**config.mk**
```make
export PLATFORM = sky130hd
export DESIGN_NAME = luhn_card_number_check
export DESIGN_NICKNAME = d
export VERILOG_FILES = /design/src/rtl/core/lcc_pkg.sv /design/src/rtl/core/luhn_card_number_check.sv /design/src/rtl/core/lcc_dabble_stage.sv /design/src/rtl/core/lcc_classify.sv
export SDC_FILE = /design/constraint.sdc
export NUM_CORES = 2
export LEC_CHECK = 0
export ABC_CLOCK_PERIOD_IN_PS = 8000
export BUFFER_PORTS_ARGS = -buffer_cell sky130_fd_sc_hd__buf_2
export CAP_MARGIN = 20
export CORE_MARGIN = 2
export CORE_UTILIZATION = 40
export DETAILED_ROUTE_END_ITERATION = 12
export PLACE_DENSITY = 0.64
export SLEW_MARGIN = 25
export SYNTH_ARGS = -nofsm -noshare
export SYNTH_HDL_FRONTEND = slang
export SYNTH_SLANG_ARGS = --single-unit
```
**constraint.sdc**
```tcl
create_clock -name clk -period 8 [get_ports clk]
set_clock_uncertainty 0.15 [all_clocks]
set_input_delay 1.2 -clock clk [delete_from_list [all_inputs] [get_ports clk]]
set_output_delay 1.2 -clock clk [all_outputs]
set_load 0.05 [all_outputs]
```
**src/rtl/core/lcc_pkg.sv**
```systemverilog
`timescale 1ns / 1ps
// ----------------------------------------------------------------------------
// lcc_pkg
// Shared widths, types and helper functions of the Luhn card number checker.
// ----------------------------------------------------------------------------
package lcc_pkg;

    localparam int IN_WIDTH     = 54;
    localparam int BCD_DIGITS   = 17;
    localparam int BCD_W        = 4 * BCD_DIGITS;
    localparam int STEP_BITS    = 6;
    localparam int N_STAGES     = IN_WIDTH / STEP_BITS;
    localparam int SUM_W        = 8;
    localparam int COUNT_W      = 5;
    localparam int MAX_DIGITS_D = 16;

    localparam logic [1:0] BRAND_INVALID    = 2'd0;
    localparam logic [1:0] BRAND_AMEX       = 2'd1;
    localparam logic [1:0] BRAND_VISA       = 2'd2;
    localparam logic [1:0] BRAND_MASTERCARD = 2'd3;

    typedef struct packed {
        logic [IN_WIDTH-1:0] bin;
        logic [BCD_W-1:0]    bcd;
    } dabble_t;

    // contribution of a digit at an odd index from the right, counting from zero
    function automatic logic [3:0] luhn_double(input logic [3:0] d);
        logic [3:0] r;
        unique case (d)
            4'd0:    r = 4'd0;
            4'd1:    r = 4'd2;
            4'd2:    r = 4'd4;
            4'd3:    r = 4'd6;
            4'd4:    r = 4'd8;
            4'd5:    r = 4'd1;
            4'd6:    r = 4'd3;
            4'd7:    r = 4'd5;
            4'd8:    r = 4'd7;
            4'd9:    r = 4'd9;
            default: r = 4'd0;
        endcase
        return r;
    endfunction

    // remainder by ten for sums below 160
    function automatic logic [3:0] mod_ten(input logic [SUM_W-1:0] s);
        logic [SUM_W-1:0] v;
        v = s;
        if (v >= SUM_W'(80)) v = v - SUM_W'(80);
        if (v >= SUM_W'(40)) v = v - SUM_W'(40);
        if (v >= SUM_W'(20)) v = v - SUM_W'(20);
        if (v >= SUM_W'(10)) v = v - SUM_W'(10);
        return v[3:0];
    endfunction

endpackage

```
**src/rtl/core/luhn_card_number_check.sv**
```systemverilog
`timescale 1ns / 1ps
// ----------------------------------------------------------------------------
// luhn_card_number_check
// Luhn mod-10 check, digit count and brand of a binary card number.
// ----------------------------------------------------------------------------
// One card number is taken per cycle and one result leaves per cycle while
// the result side does not stall. Each request passes 9 stages of the binary
// to decimal converter, which shifts 6 bits per stage with add-three
// correction, then one stage for digit count, Luhn sum and prefix tests and
// one for the checksum verdict and brand into the result register. A stall
// on the result side holds each full stage; empty stages still fill.
// Numbers with more than MAX_DIGITS digits give an all-zero result.
module luhn_card_number_check #(
    parameter int MAX_DIGITS = lcc_pkg::MAX_DIGITS_D
) (
    input  logic                         clk,
    input  logic                         rst_n,
    input  logic                         card_valid,
    output logic                         card_stall,
    input  logic [lcc_pkg::IN_WIDTH-1:0] card_number,
    output logic                         result_valid,
    input  logic                         result_stall,
    output logic [1:0]                   brand,
    output logic                         luhn_ok,
    output logic [lcc_pkg::COUNT_W-1:0]  digit_count
);
    import lcc_pkg::*;

    logic    stg_valid [N_STAGES+1];
    logic    stg_stall [N_STAGES+1];
    dabble_t stg_data  [N_STAGES+1];

    assign stg_valid[0]     = card_valid;
    assign card_stall       = stg_stall[0];
    assign stg_data[0].bin  = card_number;
    assign stg_data[0].bcd  = '0;

    for (genvar k = 0; k < N_STAGES; k++)
    begin : g_dabble
        lcc_dabble_stage u_stage (
            .clk       (clk),
            .rst_n     (rst_n),
            .in_valid  (stg_valid[k]),
            .in_stall  (stg_stall[k]),
            .in_data   (stg_data[k]),
            .out_valid (stg_valid[k+1]),
            .out_stall (stg_stall[k+1]),
            .out_data  (stg_data[k+1])
        );
    end

    lcc_classify #(
        .MAX_DIGITS (MAX_DIGITS)
    ) u_classify (
        .clk         (clk),
        .rst_n       (rst_n),
        .in_valid    (stg_valid[N_STAGES]),
        .in_stall    (stg_stall[N_STAGES]),
        .bcd         (stg_data[N_STAGES].bcd),
        .out_valid   (result_valid),
        .out_stall   (result_stall),
        .brand       (brand),
        .luhn_ok     (luhn_ok),
        .digit_count (digit_count)
    );

`ifndef SYNTHESIS
    // a brand is given only to numbers that pass the checksum
    a_brand_needs_ok: assert property (@(posedge clk) disable iff (!rst_n)
        result_valid && (brand != BRAND_INVALID) |-> luhn_ok)
        else $error("brand set on failed checksum");

    a_amex_len: assert property (@(posedge clk) disable iff (!rst_n)
        result_valid && (brand == BRAND_AMEX) |-> (digit_count == COUNT_W'(15)))
        else $error("amex brand with wrong length");

    a_count_range: assert property (@(posedge clk) disable iff (!rst_n)
        result_valid |-> (digit_count <= COUNT_W'(MAX_DIGITS)))
        else $error("digit count above limit");

    // a held result stays put while stalled
    a_hold: assert property (@(posedge clk) disable iff (!rst_n)
        result_valid && result_stall |=> result_valid && $stable(brand)
        && $stable(luhn_ok) && $stable(digit_count))
        else $error("stalled result changed");
`endif

endmodule

```
**src/rtl/core/lcc_dabble_stage.sv**
```systemverilog
`timescale 1ns / 1ps
// ----------------------------------------------------------------------------
// lcc_dabble_stage
// One registered stage of the binary to decimal converter: shifts a few
// binary bits into the decimal digits with the add-three correction.
// ----------------------------------------------------------------------------
module lcc_dabble_stage (
    input  logic             clk,
    input  logic             rst_n,
    input  logic             in_valid,
    output logic             in_stall,
    input  lcc_pkg::dabble_t in_data,
    output logic             out_valid,
    input  logic             out_stall,
    output lcc_pkg::dabble_t out_data
);
    import lcc_pkg::*;

    logic    valid_reg;
    dabble_t data_reg;
    dabble_t data_next;

    always_comb
    begin
        data_next = in_data;
        for (int s = 0; s < STEP_BITS; s++)
        begin
            for (int i = 0; i < BCD_DIGITS; i++)
            begin
                if (data_next.bcd[4*i +: 4] >= 4'd5)
                begin
                    data_next.bcd[4*i +: 4] = data_next.bcd[4*i +: 4] + 4'd3;
                end
            end
            data_next.bcd = {data_next.bcd[BCD_W-2:0], data_next.bin[IN_WIDTH-1]};
            data_next.bin = {data_next.bin[IN_WIDTH-2:0], 1'b0};
        end
    end

    assign in_stall = valid_reg & out_stall;

    always_ff @(posedge clk or negedge rst_n)
    begin
        if (!rst_n)
        begin
            valid_reg <= 1'b0;
        end
        else if (!in_stall)
        begin
            valid_reg <= in_valid;
        end
    end

    always_ff @(posedge clk)
    begin
        if (in_valid && !in_stall)
        begin
            data_reg <= data_next;
        end
    end

    assign out_valid = valid_reg;
    assign out_data  = data_reg;

endmodule

```
**src/rtl/core/lcc_classify.sv**
```systemverilog
`timescale 1ns / 1ps
// ----------------------------------------------------------------------------
// lcc_classify
// Digit count, Luhn sum, prefix tests, then checksum verdict and brand into
// the result register.
// ----------------------------------------------------------------------------
module lcc_classify #(
    parameter int MAX_DIGITS = lcc_pkg::MAX_DIGITS_D
) (
    input  logic                        clk,
    input  logic                        rst_n,
    input  logic                        in_valid,
    output logic                        in_stall,
    input  logic [lcc_pkg::BCD_W-1:0]   bcd,
    output logic                        out_valid,
    input  logic                        out_stall,
    output logic [1:0]                  brand,
    output logic                        luhn_ok,
    output logic [lcc_pkg::COUNT_W-1:0] digit_count
);
    import lcc_pkg::*;

    // first stage: sum, count and prefix flags
    logic               a_valid_reg;
    logic               a_stall;
    logic [SUM_W-1:0]   sum_reg, sum_next;
    logic [COUNT_W-1:0] count_reg, count_next;
    logic               over_reg, over_next;
    logic               amex_reg, amex_next;
    logic               mc_reg, mc_next;
    logic               visa_reg, visa_next;

    // second stage: result register
    logic               b_valid_reg;
    logic [1:0]         brand_reg, brand_next;
    logic               ok_reg, ok_next;
    logic [COUNT_W-1:0] dcount_reg, dcount_next;

    always_comb
    begin
        logic [3:0] d;
        sum_next   = '0;
        count_next = '0;
        over_next  = 1'b0;
        for (int i = 0; i < BCD_DIGITS; i++)
        begin
            d = bcd[4*i +: 4];
            if (d != 4'd0)
            begin
                count_next = COUNT_W'(i + 1);
                if (i >= MAX_DIGITS)
                begin
                    over_next = 1'b1;
                end
            end
            if (i % 2 == 1)
            begin
                sum_next = sum_next + SUM_W'(luhn_double(d));
            end
            else
            begin
                sum_next = sum_next + SUM_W'(d);
            end
        end
        amex_next = (count_next == COUNT_W'(15)) && (bcd[4*14 +: 4] == 4'd3)
                    && ((bcd[4*13 +: 4] == 4'd4) || (bcd[4*13 +: 4] == 4'd7));
        mc_next   = (count_next == COUNT_W'(16)) && (bcd[4*15 +: 4] == 4'd5)
                    && (bcd[4*14 +: 4] >= 4'd1) && (bcd[4*14 +: 4] <= 4'd5);
        visa_next = ((count_next == COUNT_W'(13)) && (bcd[4*12 +: 4] == 4'd4))
                    || ((count_next == COUNT_W'(16)) && (bcd[4*15 +: 4] == 4'd4));
    end

    assign a_stall  = b_valid_reg & out_stall;
    assign in_stall = a_valid_reg & a_stall;

    always_ff @(posedge clk or negedge rst_n)
    begin
        if (!rst_n)
        begin
            a_valid_reg <= 1'b0;
        end
        else if (!in_stall)
        begin
            a_valid_reg <= in_valid;
        end
    end

    always_ff @(posedge clk)
    begin
        if (in_valid && !in_stall)
        begin
            sum_reg   <= sum_next;
            count_reg <= count_next;
            over_reg  <= over_next;
            amex_reg  <= amex_next;
            mc_reg    <= mc_next;
            visa_reg  <= visa_next;
        end
    end

    always_comb
    begin
        ok_next     = (mod_ten(sum_reg) == 4'd0);
        dcount_next = count_reg;
        brand_next  = BRAND_INVALID;
        if (ok_next)
        begin
            priority if (amex_reg)
            begin
                brand_next = BRAND_AMEX;
            end
            else if (mc_reg)
            begin
                brand_next = BRAND_MASTERCARD;
            end
            else if (visa_reg)
            begin
                brand_next = BRAND_VISA;
            end
            else
            begin
                brand_next = BRAND_INVALID;
            end
        end
        // too many digits clears the whole result
        if (over_reg)
        begin
            ok_next     = 1'b0;
            dcount_next = '0;
            brand_next  = BRAND_INVALID;
        end
    end

    always_ff @(posedge clk or negedge rst_n)
    begin
        if (!rst_n)
        begin
            b_valid_reg <= 1'b0;
        end
        else if (!a_stall)
        begin
            b_valid_reg <= a_valid_reg;
        end
    end

    always_ff @(posedge clk)
    begin
        if (a_valid_reg && !a_stall)
        begin
            brand_reg  <= brand_next;
            ok_reg     <= ok_next;
            dcount_reg <= dcount_next;
        end
    end

    assign out_valid   = b_valid_reg;
    assign brand       = brand_reg;
    assign luhn_ok     = ok_reg;
    assign digit_count = dcount_reg;

endmodule
```
==> impl.org <==
** Final layout
- Number of filler cells placed in the layout :: between 15000 and 20000
- The register with the most flip-flops in the layout has 564 of them.
- Layout cell share with drive strength beyond 1 :: 0.07372
- The final layout contains 9059 nets.
- Relative area change from synthesis to final layout :: 7.935%

** Timing
- For the final routed database, the setup TNS stands at 0 ns.
- Setup violations remaining at the end of the flow were counted as 0.
- Maximum clock frequency :: between 0.1 and 0.15 GHz
- Slew Limit Fails :: 0
- Setup repair after global routing left no endpoint under its margin.
- Final hold analysis gives a worst-case slack of 0.2575 ns.
- Dividing the final minimum period by the clock period gives 0.8986.
- Min Clock Period, post-route :: between 7 and 8 ns
- The final hold violation count came to 0.
- In this run the tightest slew margin relative to its limit is 0.3910.
- For the pin with the worst max-slew slack, the measured transition is ~0.91 ns.

** Routing
- For this run, the detailed router's first-pass iteration total came to 6.
- The detailed router finished its first iteration with 2389 violations.
- In the routed design, unresolved DRC markers number 0.
- Vias :: 55466
- WL per Instance :: 12.77 um
- In the routed layout, each cell is associated on average with a via count of between 5 and 6.
- Number of antenna-violating nets in the routed design :: 0
- The routed design has 134000 um of wire.

** Floorplanning
- From left edge to right edge, the die measures 425.4 um.
- The core region is 0.1763 mm2.
- Rows :: 154
- For this configuration, the core starts out at a cell density of 0.4029.
- Y dimension of the die :: 425.4 um
- The floorplan step defined a die boundary enclosing around 0.18 mm2.
- a little under 70 I/O pins were placed.

** Placement
- Buffers placed on the I/O ports in this run total 67.
- HPWL after detailed placement :: about 110000 um
- Last weighted congestion value of the routability-driven placer :: between 0.8 and 0.9

** Critical path
- The largest single stage delay on the critical path is between 0.4 and 0.5 ns.
- STA classifies the critical path endpoint as a flop.
- Counting cells, the worst reg-to-reg path comes to 31.
- STA puts the critical path data required time at ~8.5 ns.
- Cell at the slowest stage of the critical path :: sky130_fd_sc_hd__edfxtp_1
- STA classifies the critical path startpoint as a flop.
- Setup Crit Path Kind :: flop to flop
- Cell type with the highest occurrence count on the critical path :: sky130_fd_sc_hd__ha_1
- Of all nets on the critical path, the largest fanout is 9.
- Endpoint arrival time on the critical path :: 7.65 ns

** Yosys
- After synthesis, the netlist uses about 130 different library cells.
- The share of the Yosys chip area taken by registers is 0.2619.
- After synthesis the netlist holds a flip-flop and latch count of 632.
- The largest total area in the synthesized netlist belongs to sky130_fd_sc_hd__edfxtp_1.
- Warning count from the yosys run :: 0
- For this run, the leading register cell type out of synthesis is sky130_fd_sc_hd__edfxtp_1.
- In this run the mean area of a mapped cell was between 8 and 9 um2.
- Yosys attributes the largest share of cell area to sky130_fd_sc_hd__edfxtp_1 (25%), sky130_fd_sc_hd__ha_1 (15%), sky130_fd_sc_hd__mux2i_1 (7.7%).
- Area of the mapped netlist :: ~0.07 mm2
- Of the post-synthesis cell area, the dominant cell type holds 0.2490.
- Counting flops with an async set or reset pin after synthesis yields a share of 0.01741.
- Synthesized instance count :: around 8000
- Net count of the mapped netlist :: 8967
- Number of flops mapped to enable cells by yosys :: 589

** Hold path
- Counting instances, the worst hold path has a depth of 0.
- In this run the worst hold path is classified as flop to flop.

** Global route
- First-pass GRT wire length :: between 200000 and 250000 um
- Summed over all layers, the global routing overflow is 0.
- For this run, the total global-route usage over all layers was measured as 0.1461.
- Vias in the first global route :: 54173
- Maximum number of pins on one net before global-route repair :: 70
- The initial antenna violation count came to 0.

** CTS
- Post-CTS setup buffer count :: 0
- Buffers inserted to repair hold after CTS numbered 0.
- Worst-skew pair later-pin latency :: roughly 0.70 ns
- In this run, CTS created clock tree buffers numbering 79.
- CTS Root Buffer Type :: sky130_fd_sc_hd__clkbuf_16
- After clock tree synthesis, the clock-pin slew on the worst setup and hold paths is 0.06 ns.
- The number of gates resized after CTS was 0.
- The clock tree synthesis step divided the H-tree into 3 levels.
- TritonCTS built the clock tree.
- The tree built by TritonCTS fans out to 632 sinks.
- Counting along the longest clock path gives a buffer depth of 3.

** Status
- The flow ran to the end, and the final reports show no timing, DRC or antenna violations.

** Flow run
- Max Cap Violations :: 0
[final timing paths]
path	to	slack, ns	start
hold reg to reg	g_dabble[1].u_stage.out_data[116]$_DFFE_PP_	0.26	g_dabble[0].u_stage.out_data[110]$_DFFE_PP_
setup reg to reg	flop	0.81	g_dabble[7].u_stage.out_data[60]$_DFFE_PP_
max in group asynchronous	g_dabble[3].u_stage.out_valid$_DFFE_PN0N_	7.12	rst_n
hold / removal	g_dabble[1].u_stage.out_data[116]$_DFFE_PP_	0.26	g_dabble[0].u_stage.out_data[110]$_DFFE_PP_
setup / recovery	flop	0.81	g_dabble[7].u_stage.out_data[60]$_DFFE_PP_
min in group asynchronous	u_classify.a_valid_reg$_DFFE_PN0N_	0.28	rst_n
[cell usage in the layout (no fill, tap or decap), types with 18 or more instances in the layout]
cell                        count
sky130_fd_sc_hd__or3_1         33
sky130_fd_sc_hd__nand3_1      123
sky130_fd_sc_hd__xnor2_1      342
sky130_fd_sc_hd__nand4_1       23
sky130_fd_sc_hd__nor4_1        22
sky130_fd_sc_hd__nand3b_1      32
sky130_fd_sc_hd__o21ai_1       50
sky130_fd_sc_hd__a211oi_1      58
sky130_fd_sc_hd__nor3_1       203
sky130_fd_sc_hd__dfxtp_1       32
sky130_fd_sc_hd__nor3b_1      117
sky130_fd_sc_hd__nand2b_1     412
sky130_fd_sc_hd__nor2b_1      182
sky130_fd_sc_hd__o22ai_1       37
sky130_fd_sc_hd__o21ai_0      443
sky130_fd_sc_hd__buf_2         67
sky130_fd_sc_hd__o21bai_1      18
sky130_fd_sc_hd__nor2_1       426
sky130_fd_sc_hd__or2_1         19
sky130_fd_sc_hd__mux2i_1      548
sky130_fd_sc_hd__a31oi_1       48
sky130_fd_sc_hd__and3_1        44
sky130_fd_sc_hd__clkbuf_16     80
sky130_fd_sc_hd__a2bb2oi_1     19
sky130_fd_sc_hd__fa_1          54
sky130_fd_sc_hd__or2_2         35
sky130_fd_sc_hd__mux2_2       210
sky130_fd_sc_hd__nand2_1      504
sky130_fd_sc_hd__a21boi_0     169
sky130_fd_sc_hd__edfxtp_1     589
sky130_fd_sc_hd__inv_1        788
sky130_fd_sc_hd__a21o_1        97
sky130_fd_sc_hd__a211o_1       43
sky130_fd_sc_hd__o21a_1        74
sky130_fd_sc_hd__xor2_1        71
sky130_fd_sc_hd__a21oi_1      646
sky130_fd_sc_hd__o31ai_1       30
sky130_fd_sc_hd__and2_1        60
sky130_fd_sc_hd__o211ai_1      65
sky130_fd_sc_hd__ha_1         859
[critical path: cells and delay by family (launching register included)]
family          cells  cell delay (ns)
compound gates     12             2.66
xor+xnor            1             0.38
fa+ha+maj           7             1.65
buf+inv             5             0.38
flops               1             0.43
simple gates        6             1.44
[layer usage]
layer / up-vias / routed length (um) / global-route usage
li1: 29027 / - / -
met3: 192 / 2918 / 0.01783
met2: 497 / 68170 / 0.2780
met5: - / 0 / 0
met1: 25750 / 59440 / 0.1683
met4: 0 / 3454 / 0.04439
[cell usage after synthesis, drive strengths merged (35+ instances only)]
| cell | n |
|---|---|
| o22ai | 39 |
| o21ai | 499 |
| o211ai | 72 |
| nor3b | 117 |
| nor2b | 185 |
| a211oi | 66 |
| a21o | 98 |
| mux2 | 212 |
| xnor2 | 343 |
| nor3 | 205 |
| edfxtp | 589 |
| ha | 859 |
| clkbuf | 40 |
| o21a | 74 |
| nand2b | 412 |
| a21oi | 650 |
| fa | 54 |
| a31oi | 54 |
| and3 | 46 |
| xor2 | 71 |
| or3 | 35 |
| inv | 801 |
| nand2 | 505 |
| nand3 | 126 |
| or2 | 60 |
| a211o | 44 |
| a21boi | 176 |
| nor2 | 430 |
| and2 | 68 |
| mux2i | 554 |
[through the flow]
| stage | setup slack (ns) | cell area (um2) | util | std cells |
|---|---|---|---|---|
| after floorplan | 1.633 | 71040 | - | 7996 |
| after global placement | 0.9811 | 74120 | 0.4204 | 10347 |
| after detailed placement | 0.8540 | 74120 | 0.4204 | 10347 |
| after CTS | 0.8111 | 76660 | 0.4348 | 10492 |
| after global routing | 0.2990 | 76670 | 0.4349 | 10492 |
| final | 0.8116 | 76670 | 0.4349 | 10493 |
[final cells by class]
class,count,area [um2],area share
Clock inverter,52,490.5,0.006397
Multi-Input combinational cell,6494,49160,0.6411
Clock buffer,93,2051,0.02675
Inverter,801,3009,0.03925
Timing Repair Buffer,80,432.9,0.005646
Antenna cell,1,2.502,0.00003264
Sequential cell,632,18600,0.2426
Tap cell,2340,2928,0.03819
[cells by family after synthesis]
kind of cell    Yosys count  synth area share
mux                     767            0.1127
simple gates           2303            0.1691
flops                   632            0.2619
xor+xnor                414           0.05115
buf+inv                 870           0.04673
fa+ha+maj               914            0.1667
compound gates         2096            0.1919
Power is not shown: default switching activity piles up to over one toggle a cycle in this logic, so the estimate is an artifact.
